--- src/cpo_pkg.sv ---
// ----------------------------------------------------------------------------
// cpo_pkg: shared types and constants for the complex phase block
// Fixed-point formats, the arctangent table and the word tag carried
// alongside the CORDIC data path.
// ----------------------------------------------------------------------------
package cpo_pkg;

  localparam int ANGLE_FRAC = 24;   // fractional bits inside the rotator
  localparam int OUT_FRAC   = 13;   // fractional bits of the result
  localparam int ZW         = 28;   // angle accumulator width
  localparam int PHASE_W    = 18;
  localparam int OFFSET_W   = 16;
  localparam int TABLE_LEN  = 24;
  localparam int IDX_W      = 5;

  localparam logic signed [ZW-1:0]      PI_Q24 = 28'sd52707179;
  localparam logic signed [PHASE_W-1:0] PI_Q13 = 18'sd25736;

  typedef struct packed {
    logic zero;   // both sample parts were zero
    logic last;
  } tag_t;

  // atan(2^-i) with 24 fractional bits
  function automatic logic signed [ZW-1:0] atan_q24(input logic [IDX_W-1:0] idx);
    logic signed [ZW-1:0] a;
    case (idx)
      5'd0:    a = 28'sd13176795;
      5'd1:    a = 28'sd7778716;
      5'd2:    a = 28'sd4110060;
      5'd3:    a = 28'sd2086331;
      5'd4:    a = 28'sd1047214;
      5'd5:    a = 28'sd524117;
      5'd6:    a = 28'sd262123;
      5'd7:    a = 28'sd131069;
      5'd8:    a = 28'sd65536;
      5'd9:    a = 28'sd32768;
      5'd10:   a = 28'sd16384;
      5'd11:   a = 28'sd8192;
      5'd12:   a = 28'sd4096;
      5'd13:   a = 28'sd2048;
      5'd14:   a = 28'sd1024;
      5'd15:   a = 28'sd512;
      5'd16:   a = 28'sd256;
      5'd17:   a = 28'sd128;
      5'd18:   a = 28'sd64;
      5'd19:   a = 28'sd32;
      5'd20:   a = 28'sd16;
      5'd21:   a = 28'sd8;
      5'd22:   a = 28'sd4;
      5'd23:   a = 28'sd2;
      default: a = '0;
    endcase
    return a;
  endfunction

endpackage

--- src/cpo_sample_if.sv ---
// ----------------------------------------------------------------------------
// cpo_sample_if: complex sample channel
// Valid/ready channel carrying one complex sample and its last flag.
// ----------------------------------------------------------------------------
interface cpo_sample_if #(
  parameter int SAMPLE_BITS = 16
);
  logic                          valid;
  logic                          ready;
  logic signed [SAMPLE_BITS-1:0] real_part;
  logic signed [SAMPLE_BITS-1:0] imag_part;
  logic                          last_in;

  modport source (output valid, real_part, imag_part, last_in, input ready);
  modport sink   (input valid, real_part, imag_part, last_in, output ready);
endinterface

--- src/cpo_phase_if.sv ---
// ----------------------------------------------------------------------------
// cpo_phase_if: phase result channel
// Valid/ready channel carrying one phase word and its last flag.
// ----------------------------------------------------------------------------
interface cpo_phase_if
  import cpo_pkg::*;
();
  logic                      valid;
  logic                      ready;
  logic signed [PHASE_W-1:0] phase;
  logic                      last_out;

  modport source (output valid, phase, last_out, input ready);
  modport sink   (input valid, phase, last_out, output ready);
endinterface

--- src/complex_phase_with_offset.sv ---
// ----------------------------------------------------------------------------
// complex_phase_with_offset: phase of a complex sample plus start offset
// Pipelined CORDIC in vectoring mode; atan2(imag, real) + pi + offset.
// ----------------------------------------------------------------------------
// Takes one complex word per clock while the chain is not backed up and
// returns atan2(imag, real) + pi + phase_offset in radians, 13 fractional
// bits (pi = 25736), unwrapped, last_out copied from last_in; a zero sample
// gives pi + offset. The pipe is one input cell for the half-plane fold,
// one cell per micro-rotation and one output cell for rounding and the
// offset add. Every cell is registered, its ready only looks downstream when
// full, so bubbles collapse under back-pressure. phase_offset is to be
// written with cfg_we_i only while idle; the block does not enforce this.
module complex_phase_with_offset
  import cpo_pkg::*;
#(
  parameter int SAMPLE_BITS   = 16,
  parameter int CORDIC_STAGES = 16
) (
  input  logic                       clk_i,
  input  logic                       rst_ni,
  input  logic                       cfg_we_i,
  input  logic signed [OFFSET_W-1:0] cfg_wdata_i,
  cpo_sample_if.sink                 sample_i,
  cpo_phase_if.source                phase_o
);

  localparam int XW = SAMPLE_BITS + ANGLE_FRAC + 3;

  logic signed [OFFSET_W-1:0] offset_q;

  logic                 valid_s [CORDIC_STAGES+1];
  logic                 ready_s [CORDIC_STAGES+1];
  logic signed [XW-1:0] x_s     [CORDIC_STAGES+1];
  logic signed [XW-1:0] y_s     [CORDIC_STAGES+1];
  logic signed [ZW-1:0] z_s     [CORDIC_STAGES+1];
  tag_t                 tag_s   [CORDIC_STAGES+1];

  always_ff @(posedge clk_i or negedge rst_ni) begin
    if (!rst_ni) begin
      offset_q <= '0;
    end else if (cfg_we_i) begin
      offset_q <= cfg_wdata_i;
    end
  end

  cpo_prerot #(
    .SAMPLE_BITS (SAMPLE_BITS),
    .XW          (XW)
  ) u_prerot (
    .clk_i       (clk_i),
    .rst_ni      (rst_ni),
    .in_valid_i  (sample_i.valid),
    .in_ready_o  (sample_i.ready),
    .real_i      (sample_i.real_part),
    .imag_i      (sample_i.imag_part),
    .last_i      (sample_i.last_in),
    .out_valid_o (valid_s[0]),
    .out_ready_i (ready_s[0]),
    .x_o         (x_s[0]),
    .y_o         (y_s[0]),
    .z_o         (z_s[0]),
    .tag_o       (tag_s[0])
  );

  for (genvar g = 0; g < CORDIC_STAGES; g++) begin : g_cell
    cpo_cell #(
      .XW    (XW),
      .STAGE (g)
    ) u_cell (
      .clk_i       (clk_i),
      .rst_ni      (rst_ni),
      .in_valid_i  (valid_s[g]),
      .in_ready_o  (ready_s[g]),
      .x_i         (x_s[g]),
      .y_i         (y_s[g]),
      .z_i         (z_s[g]),
      .tag_i       (tag_s[g]),
      .out_valid_o (valid_s[g+1]),
      .out_ready_i (ready_s[g+1]),
      .x_o         (x_s[g+1]),
      .y_o         (y_s[g+1]),
      .z_o         (z_s[g+1]),
      .tag_o       (tag_s[g+1])
    );
  end

  cpo_post u_post (
    .clk_i       (clk_i),
    .rst_ni      (rst_ni),
    .in_valid_i  (valid_s[CORDIC_STAGES]),
    .in_ready_o  (ready_s[CORDIC_STAGES]),
    .z_i         (z_s[CORDIC_STAGES]),
    .tag_i       (tag_s[CORDIC_STAGES]),
    .offset_i    (offset_q),
    .out_valid_o (phase_o.valid),
    .out_ready_i (phase_o.ready),
    .phase_o     (phase_o.phase),
    .last_o      (phase_o.last_out)
  );

  // the input only stalls when the output word is held by the sink
  a_stall_src: assert property (@(posedge clk_i) disable iff (!rst_ni)
    !sample_i.ready |-> phase_o.valid && !phase_o.ready)
    else $error("input stalled without output back-pressure");

  // while the input stalls, the input cell and the last rotation cell both hold a word
  a_full_stall: assert property (@(posedge clk_i) disable iff (!rst_ni)
    !sample_i.ready |-> valid_s[0] && valid_s[CORDIC_STAGES])
    else $error("input stalled with an empty cell in the chain");

endmodule

--- src/cpo_prerot.sv ---
// ----------------------------------------------------------------------------
// cpo_prerot: input cell of the rotator chain
// Scales the sample, folds the left half-plane onto the right one and
// seeds the angle with +-pi for a left-half-plane sample, with zero otherwise.
// ----------------------------------------------------------------------------
module cpo_prerot
  import cpo_pkg::*;
#(
  parameter int SAMPLE_BITS = 16,
  parameter int XW          = 43
) (
  input  logic                          clk_i,
  input  logic                          rst_ni,
  input  logic                          in_valid_i,
  output logic                          in_ready_o,
  input  logic signed [SAMPLE_BITS-1:0] real_i,
  input  logic signed [SAMPLE_BITS-1:0] imag_i,
  input  logic                          last_i,
  output logic                          out_valid_o,
  input  logic                          out_ready_i,
  output logic signed [XW-1:0]          x_o,
  output logic signed [XW-1:0]          y_o,
  output logic signed [ZW-1:0]          z_o,
  output tag_t                          tag_o
);

  localparam int EXT_W = XW - SAMPLE_BITS - ANGLE_FRAC;

  logic                 valid_q;
  logic signed [XW-1:0] x_q, y_q, x_d, y_d, x_sc, y_sc;
  logic signed [ZW-1:0] z_q, z_d;
  tag_t                 tag_q, tag_d;
  logic                 load;

  assign in_ready_o = !valid_q || out_ready_i;
  assign load       = in_valid_i && in_ready_o;

  always_comb begin
    x_sc = {{EXT_W{real_i[SAMPLE_BITS-1]}}, real_i, {ANGLE_FRAC{1'b0}}};
    y_sc = {{EXT_W{imag_i[SAMPLE_BITS-1]}}, imag_i, {ANGLE_FRAC{1'b0}}};
    tag_d.zero = (real_i == '0) && (imag_i == '0);
    tag_d.last = last_i;
    if (real_i[SAMPLE_BITS-1]) begin
      // left half-plane: rotate by pi, sign of pi follows the imaginary part
      x_d = -x_sc;
      y_d = -y_sc;
      z_d = imag_i[SAMPLE_BITS-1] ? -PI_Q24 : PI_Q24;
    end else begin
      x_d = x_sc;
      y_d = y_sc;
      z_d = '0;
    end
  end

  always_ff @(posedge clk_i or negedge rst_ni) begin
    if (!rst_ni) begin
      valid_q <= 1'b0;
    end else if (in_ready_o) begin
      valid_q <= in_valid_i;
    end
  end

  always_ff @(posedge clk_i) begin
    if (load) begin
      x_q   <= x_d;
      y_q   <= y_d;
      z_q   <= z_d;
      tag_q <= tag_d;
    end
  end

  assign out_valid_o = valid_q;
  assign x_o         = x_q;
  assign y_o         = y_q;
  assign z_o         = z_q;
  assign tag_o       = tag_q;

endmodule

--- src/cpo_cell.sv ---
// ----------------------------------------------------------------------------
// cpo_cell: one CORDIC micro-rotation
// Rotates the vector towards the positive real axis by atan(2^-STAGE)
// and accumulates the angle; registered, with its own bubble-collapsing
// ready.
// ----------------------------------------------------------------------------
module cpo_cell
  import cpo_pkg::*;
#(
  parameter int XW    = 43,
  parameter int STAGE = 0
) (
  input  logic                 clk_i,
  input  logic                 rst_ni,
  input  logic                 in_valid_i,
  output logic                 in_ready_o,
  input  logic signed [XW-1:0] x_i,
  input  logic signed [XW-1:0] y_i,
  input  logic signed [ZW-1:0] z_i,
  input  tag_t                 tag_i,
  output logic                 out_valid_o,
  input  logic                 out_ready_i,
  output logic signed [XW-1:0] x_o,
  output logic signed [XW-1:0] y_o,
  output logic signed [ZW-1:0] z_o,
  output tag_t                 tag_o
);

  localparam logic signed [ZW-1:0] ATAN = atan_q24(IDX_W'(STAGE));

  logic                 valid_q;
  logic signed [XW-1:0] x_q, y_q, x_d, y_d, xs, ys;
  logic signed [ZW-1:0] z_q, z_d;
  tag_t                 tag_q;
  logic                 load;

  assign in_ready_o = !valid_q || out_ready_i;
  assign load       = in_valid_i && in_ready_o;

  always_comb begin
    xs = x_i >>> STAGE;
    ys = y_i >>> STAGE;
    if (!y_i[XW-1]) begin
      x_d = x_i + ys;
      y_d = y_i - xs;
      z_d = z_i + ATAN;
    end else begin
      x_d = x_i - ys;
      y_d = y_i + xs;
      z_d = z_i - ATAN;
    end
  end

  always_ff @(posedge clk_i or negedge rst_ni) begin
    if (!rst_ni) begin
      valid_q <= 1'b0;
    end else if (in_ready_o) begin
      valid_q <= in_valid_i;
    end
  end

  always_ff @(posedge clk_i) begin
    if (load) begin
      x_q   <= x_d;
      y_q   <= y_d;
      z_q   <= z_d;
      tag_q <= tag_i;
    end
  end

  assign out_valid_o = valid_q;
  assign x_o         = x_q;
  assign y_o         = y_q;
  assign z_o         = z_q;
  assign tag_o       = tag_q;

endmodule

--- src/cpo_post.sv ---
// ----------------------------------------------------------------------------
// cpo_post: output cell
// Rounds the angle to 13 fractional bits, clamps to +-pi (zero for a zero
// sample), adds pi and the start offset, and holds the word for the sink.
// ----------------------------------------------------------------------------
module cpo_post
  import cpo_pkg::*;
(
  input  logic                       clk_i,
  input  logic                       rst_ni,
  input  logic                       in_valid_i,
  output logic                       in_ready_o,
  input  logic signed [ZW-1:0]       z_i,
  input  tag_t                       tag_i,
  input  logic signed [OFFSET_W-1:0] offset_i,
  output logic                       out_valid_o,
  input  logic                       out_ready_i,
  output logic signed [PHASE_W-1:0]  phase_o,
  output logic                       last_o
);

  localparam int RND_SH = ANGLE_FRAC - OUT_FRAC;
  localparam int RW     = ZW + 1;

  logic                      valid_q;
  logic signed [PHASE_W-1:0] phase_q, phase_d, ang, ang_c, off_ext;
  logic signed [RW-1:0]      z_rnd;
  logic                      last_q;
  logic                      load;

  assign in_ready_o = !valid_q || out_ready_i;
  assign load       = in_valid_i && in_ready_o;

  always_comb begin
    z_rnd   = RW'(z_i) + (RW'(1) <<< (RND_SH - 1));
    ang     = PHASE_W'(z_rnd >>> RND_SH);
    off_ext = PHASE_W'(offset_i);
    if (tag_i.zero) begin
      ang_c = '0;
    end else if (ang > PI_Q13) begin
      ang_c = PI_Q13;
    end else if (ang < -PI_Q13) begin
      ang_c = -PI_Q13;
    end else begin
      ang_c = ang;
    end
    phase_d = ang_c + PI_Q13 + off_ext;
  end

  always_ff @(posedge clk_i or negedge rst_ni) begin
    if (!rst_ni) begin
      valid_q <= 1'b0;
    end else if (in_ready_o) begin
      valid_q <= in_valid_i;
    end
  end

  always_ff @(posedge clk_i) begin
    if (load) begin
      phase_q <= phase_d;
      last_q  <= tag_i.last;
    end
  end

  assign out_valid_o = valid_q;
  assign phase_o     = phase_q;
  assign last_o      = last_q;

  // zero sample gives exactly pi plus offset
  a_zero_pi: assert property (@(posedge clk_i) disable iff (!rst_ni)
    load && tag_i.zero |=> phase_q == PI_Q13 + PHASE_W'($past(offset_i)))
    else $error("zero sample did not give pi plus offset");

  // clamped angle keeps the word within [offset, 2*pi + offset]
  a_range: assert property (@(posedge clk_i) disable iff (!rst_ni)
    load |=> (phase_q - PHASE_W'($past(offset_i)) >= 0) &&
             (phase_q - PHASE_W'($past(offset_i)) <= PI_Q13 + PI_Q13))
    else $error("phase outside clamped range");

endmodule

--- src/flat_wrapper.sv ---
// flat-port wrapper written by rule: the top's interface ports become plain ports
module complex_phase_with_offset_flat import cpo_pkg::*;
#(
  parameter int SAMPLE_BITS   = 16,
  parameter int CORDIC_STAGES = 16
)
  (clk_i, rst_ni, cfg_we_i, cfg_wdata_i, sample_i_valid, sample_i_real_part, sample_i_imag_part, sample_i_last_in, sample_i_ready, phase_o_valid, phase_o_phase, phase_o_last_out, phase_o_ready);
  cpo_sample_if #(.SAMPLE_BITS(SAMPLE_BITS)) sample_i_i ();
  cpo_phase_if phase_o_i ();
  input  logic clk_i;
  input  logic rst_ni;
  input  logic cfg_we_i;
  input  logic signed [OFFSET_W-1:0] cfg_wdata_i;
  input wire logic [$bits(sample_i_i.valid)-1:0] sample_i_valid;
  input wire logic [$bits(sample_i_i.real_part)-1:0] sample_i_real_part;
  input wire logic [$bits(sample_i_i.imag_part)-1:0] sample_i_imag_part;
  input wire logic [$bits(sample_i_i.last_in)-1:0] sample_i_last_in;
  output wire logic [$bits(sample_i_i.ready)-1:0] sample_i_ready;
  output wire logic [$bits(phase_o_i.valid)-1:0] phase_o_valid;
  output wire logic [$bits(phase_o_i.phase)-1:0] phase_o_phase;
  output wire logic [$bits(phase_o_i.last_out)-1:0] phase_o_last_out;
  input wire logic [$bits(phase_o_i.ready)-1:0] phase_o_ready;
  assign sample_i_i.valid = sample_i_valid;
  assign sample_i_i.real_part = sample_i_real_part;
  assign sample_i_i.imag_part = sample_i_imag_part;
  assign sample_i_i.last_in = sample_i_last_in;
  assign sample_i_ready = sample_i_i.ready;
  assign phase_o_valid = phase_o_i.valid;
  assign phase_o_phase = phase_o_i.phase;
  assign phase_o_last_out = phase_o_i.last_out;
  assign phase_o_i.ready = phase_o_ready;
  complex_phase_with_offset #(.SAMPLE_BITS(SAMPLE_BITS), .CORDIC_STAGES(CORDIC_STAGES)) u_core (.clk_i(clk_i), .rst_ni(rst_ni), .cfg_we_i(cfg_we_i), .cfg_wdata_i(cfg_wdata_i), .sample_i(sample_i_i), .phase_o(phase_o_i));
endmodule
--- config.mk ---
export PLATFORM = sky130hd
export DESIGN_NAME = complex_phase_with_offset_flat
export DESIGN_NICKNAME = d
export VERILOG_FILES = /design/src/cpo_pkg.sv /design/src/cpo_sample_if.sv /design/src/cpo_phase_if.sv /design/src/complex_phase_with_offset.sv /design/src/cpo_prerot.sv /design/src/cpo_cell.sv /design/src/cpo_post.sv /design/src/flat_wrapper.sv
export SDC_FILE = /design/constraint.sdc
export NUM_CORES = 2
export LEC_CHECK = 0
export BUFFER_PORTS_ARGS = -buffer_cell sky130_fd_sc_hd__buf_2
export CORE_ASPECT_RATIO = 0.5
export CORE_UTILIZATION = 59
export DETAILED_ROUTE_END_ITERATION = 16
export GPL_ROUTABILITY_DRIVEN = 0
export PLACE_DENSITY = 0.78
export SYNTH_ARGS = -nofsm -noshare
export SYNTH_HDL_FRONTEND = slang
export SYNTH_SLANG_ARGS = --single-unit
export TNS_END_PERCENT = 10
--- constraint.sdc ---
create_clock -name clk_i -period 6.29 [get_ports clk_i]
set_input_delay 0.629 -clock clk_i [delete_from_list [all_inputs] [get_ports clk_i]]
set_output_delay 0.629 -clock clk_i [all_outputs]
set_load 0.005 [all_outputs]
==> impl_metrics.prom <==
# TYPE chip_impl_metric gauge
chip_impl_info{name="status",value="finished, final reports clean"} 1
chip_impl_metric{name="detailedRoute.firstIterationViolations",unit=""} 7720
chip_impl_metric{name="clock_tree.htree_level_count",unit=""} 4
chip_impl_info{name="ys_dominant_reg_cell",value="edfxtp_1"} 1
chip_impl_metric{name="antenna_cells",unit=""} 0
chip_impl_metric{name="min_period",unit="ns"} 5.95
chip_impl_metric{name="drt_pre_antenna_iters",unit=""} 6
chip_impl_metric{name="synth.yosys.warnings",unit=""} 0
chip_impl_metric{name="pin_count_of_the_biggest_net_entering_global_routing",unit=""} 108
chip_impl_metric{name="fp-row-count",unit=""} 116
chip_impl_metric{name="syn2layout_area_growth",unit="%"} 7.27
chip_impl_metric{name="path_max_fanout",unit=""} 8
chip_impl_metric{name="core",unit="um2"} 201000
chip_impl_metric{name="finalCritPeriodShare",unit="%"} 94.6
chip_impl_info{name="classification_of_the_worst_setup_path",value="register to register"} 1
chip_impl_metric{name="drive_gt1_share",unit="%"} 4.50
chip_impl_metric{name="yosysTopAreaCellShare",unit="%"} 35.4
chip_impl_metric{name="number_of_global_route_vias_before_repair",unit=""} 89800
chip_impl_metric{name="die_area",unit="um2"} 206000
chip_impl_metric{name="timing.max_slew.rel_slack",unit="%"} 31.9
chip_impl_metric{name="effective_utilization_at_floorplan",unit="%"} 59.8
chip_impl_metric{name="final_design_area_no_fill",unit="um2"} 129000
chip_impl_info{name="clk_root_buffer_cell",value="clkbuf_16"} 1
chip_impl_metric{name="synth_area",unit="um2"} 120000
chip_impl_metric{name="totalWireLength",unit="um"} 286000
chip_impl_metric{name="numPortBuffers",unit=""} 74
chip_impl_metric{name="synth_enable_flop_cells",unit=""} 1420
chip_impl_metric{name="track_usage",unit="%"} 26.9
chip_impl_metric{name="globalRoute.totalOverflow",unit=""} 0
chip_impl_info{name="hold_path_class",value="input pin to register"} 1
chip_impl_metric{name="syn-instance-count",unit=""} 12700
chip_impl_metric{name="drtAntennaViolNets",unit=""} 0
chip_impl_metric{name="worst-endpoint-required",unit="ns"} 6.84
chip_impl_metric{name="post_synth_num_cell_types",unit=""} 98
chip_impl_info{name="netlist.top_cell.by_area",value="edfxtp_1"} 1
chip_impl_metric{name="cts_sinks",unit=""} 1454
chip_impl_metric{name="dpl_cell_area",unit="um2"} 124000
chip_impl_metric{name="drc_errors",unit=""} 0
chip_impl_info{name="post-synth-top-count-cell",value="edfxtp_1"} 1
chip_impl_metric{name="die_w",unit="um"} 641
chip_impl_metric{name="insertion_delay",unit="ns"} 0.84
chip_impl_metric{name="final-setup-viol-count",unit=""} 0
chip_impl_info{name="tritoncts",value="built"} 1
chip_impl_metric{name="via_per_inst",unit=""} 6.05
chip_impl_metric{name="dpl.hpwl",unit="um"} 226000
chip_impl_metric{name="tightestPinTransition",unit="ns"} 1.01
chip_impl_metric{name="fill_cells",unit=""} 16000
chip_impl_info{name="synth_top_cells_by_count",value="edfxtp_1, a21oi_1, ha_1"} 1
chip_impl_metric{name="cp_data_arrival_time",unit="ns"} 6.50
chip_impl_metric{name="synth_seq_cells",unit=""} 1454
chip_impl_info{name="post_synth_main_area_contributors",value="edfxtp_1, ha_1, xnor2_1, a21oi_1, xor2_1"} 1
chip_impl_metric{name="cts.reportedPaths.clkPinSlew",unit="ns"} 0.06
chip_impl_metric{name="cts_made_buffers",unit=""} 151
chip_impl_metric{name="clk_path_buf_depth",unit=""} 4
chip_impl_metric{name="fmax",unit="GHz"} 0.168
chip_impl_metric{name="floorplan.die.height",unit="um"} 321
chip_impl_metric{name="seq_area",unit="um2"} 43500
chip_impl_metric{name="drv.max_cap_violation_count",unit=""} 0
chip_impl_info{name="start_kind",value="register"} 1
chip_impl_metric{name="multi_input_area",unit="um2"} 74000
chip_impl_metric{name="finClkSkew",unit="ns"} 0.0603
chip_impl_metric{name="synth_seq_area_share",unit="%"} 36.1
chip_impl_metric{name="drv_slew",unit=""} 0
chip_impl_metric{name="count_of_boundary_i_o_pins",unit=""} 75
chip_impl_metric{name="final_nets",unit=""} 14200
chip_impl_metric{name="synth_area_per_cell",unit="um2"} 9.48
chip_impl_metric{name="dr_total_vias",unit=""} 94600
chip_impl_info{name="endpoint_kind",value="register"} 1
chip_impl_metric{name="timing.final.hold_violations",unit=""} 0
chip_impl_metric{name="wire_length_of_the_first_global_routing_pass",unit="um"} 455000
chip_impl_metric{name="initial_antenna_violation_count",unit=""} 1
chip_impl_metric{name="synth_async_sr_flop_share",unit="%"} 2.34
chip_impl_metric{name="routedWlPerCell",unit="um"} 18.3
==> final timing paths <==
path | startpoint | end | slack, ns | cells after the start
max | u_core.g_cell[15].u_cell.z_o[10] | u_core.u_post.phase_o[17] | 0.34 | 25
max reg2reg | u_core.g_cell[15].u_cell.z_o[10] | u_core.u_post.phase_o[17] | 0.34 | 25
max in group asynchronous | rst_ni | u_core.offset_q[15] | 5.16 | 2
min reg2reg | u_core.g_cell[10].u_cell.z_o[9] | u_core.g_cell[11].u_cell.z_o[9] | 0.41 | 0
min | cfg_wdata_i[7] | u_core.offset_q[7] | 0.05 | 3
min in group asynchronous | rst_ni | u_core.g_cell[7].u_cell.out_valid_o | 0.48 | 2
==> through the flow <==
step / hold slack (ns) / setup slack, ns / utilization, % / setup TNS, ns / std cells
5_1_grt: 0.0360 / -0.0191 / 64.1 / -0.0191 / 15600
3_3_place_gp: 0.401 / 0.159 / 61.6 / 0 / 15400
3_5_place_dp: 0.405 / 0.102 / 61.6 / 0 / 15400
6_report: 0.0486 / 0.343 / 64.1 / 0 / 15600
2_1_floorplan: 0.333 / -0.0584 / - / -6.25 / 12700
4_1_cts: 0.000216 / 0.0667 / 64.1 / 0 / 15600
==> state kept, by name, summed over array words and instances, names as in the netlist <==
signal / flops
u_core.u_post.phase_o: 18
u_core.g_cell.u_cell.out_valid_o: 16
u_core.g_cell.u_cell.tag_o: 32
u_core.u_post.last_o: 1
u_core.u_prerot.z_o: 3
u_core.u_post.out_valid_o: 1
u_core.u_prerot.out_valid_o: 1
u_core.u_prerot.tag_o: 2
u_core.g_cell.u_cell.y_o: 484
u_core.u_prerot.x_o: 19
u_core.g_cell.u_cell.x_o: 476
u_core.u_prerot.y_o: 19
u_core.g_cell.u_cell.z_o: 366
u_core.offset_q: 16
==> layout make-up <==
cell class,instances,share of cell area (%)
clock buffers,181,3.07
well taps,2714,2.63
multi-input cells,10500,57.3
repair buffers,167,0.886
flip-flops and latches,1454,33.7
clock inverters,84,0.707
inverters,585,1.70
==> repair_timing <==
item,4_1_cts,5_1_grt
hold buffers,10,0
setup endpoints to repair,0,2
setup buffers,0,1
hold endpoints to repair,37,0
gates resized for setup,0,9
==> cell families (layout without fill, tap and decap cells) <==
family	after synthesis	after routing	share of synthesized area, %
and+or+nand+nor	3667	3667	14.7
AOI/OAI and AO/OA	3520	3520	18.4
xor gates and xnor gates	1836	1836	13.4
DFF	1454	1454	36.1
adders and majority gates	1362	1362	14.4
buffers and inverters	788	1017	2.46
muxes	63	63	0.567
other	1	3	0.00312
==> cell usage in the layout (no fill, tap or decap), types with 86 or more instances in the layout <==
master	instances
edfxtp_1	1420
a21oi_1	1349
ha_1	1326
nor2_1	1309
xnor2_1	1188
xor2_1	648
nand2_1	643
inv_1	582
o21ai_0	550
a21o_1	461
nor3_1	357
nand3_1	219
nand2b_1	203
o21a_1	194
nor2b_1	189
o21bai_1	153
clkbuf_16	153
a31oi_1	134
nor4_1	118
and2_1	108
or3_1	93
and3_1	91
nand4_1	86
==> worst max-delay path: stages, from the launching register on <==
cell and delay (ns):
edfxtp_1 0.41, ha_2 0.26, o32a_1 0.35, o221ai_1 0.21
a21oi_1 0.14, or4_1 0.48, o31ai_1 0.08, o31ai_1 0.11
nand3_1 0.11, nand2b_1 0.10, buf_4 0.17, nor3b_1 0.20
ha_1 0.30, fa_1 0.48, a21o_1 0.19, a21oi_2 0.18
o21bai_1 0.11, a21oi_2 0.20, o21bai_1 0.10, a211o_1 0.34
a2111oi_2 0.34, buf_4 0.18, nor3_1 0.05, or3_1 0.36
a21oi_1 0.18, xnor2_1 0.08
==> metal layers <==
| layer | GRT usage, % | vias to the layer above | routed length, um |
|---|---|---|---|
| met1 | 32.3 | 44000 | 119000 |
| met5 | 0 | - | 0 |
| li1 | - | 46800 | - |
| met3 | 3.11 | 908 | 12600 |
| met2 | 47.5 | 2870 | 138000 |
| met4 | 14.3 | 0 | 16700 |
Power is left out: the tool's default activity adds up to more than one toggle a clock period on the data nets, which glitch-free logic cannot reach.
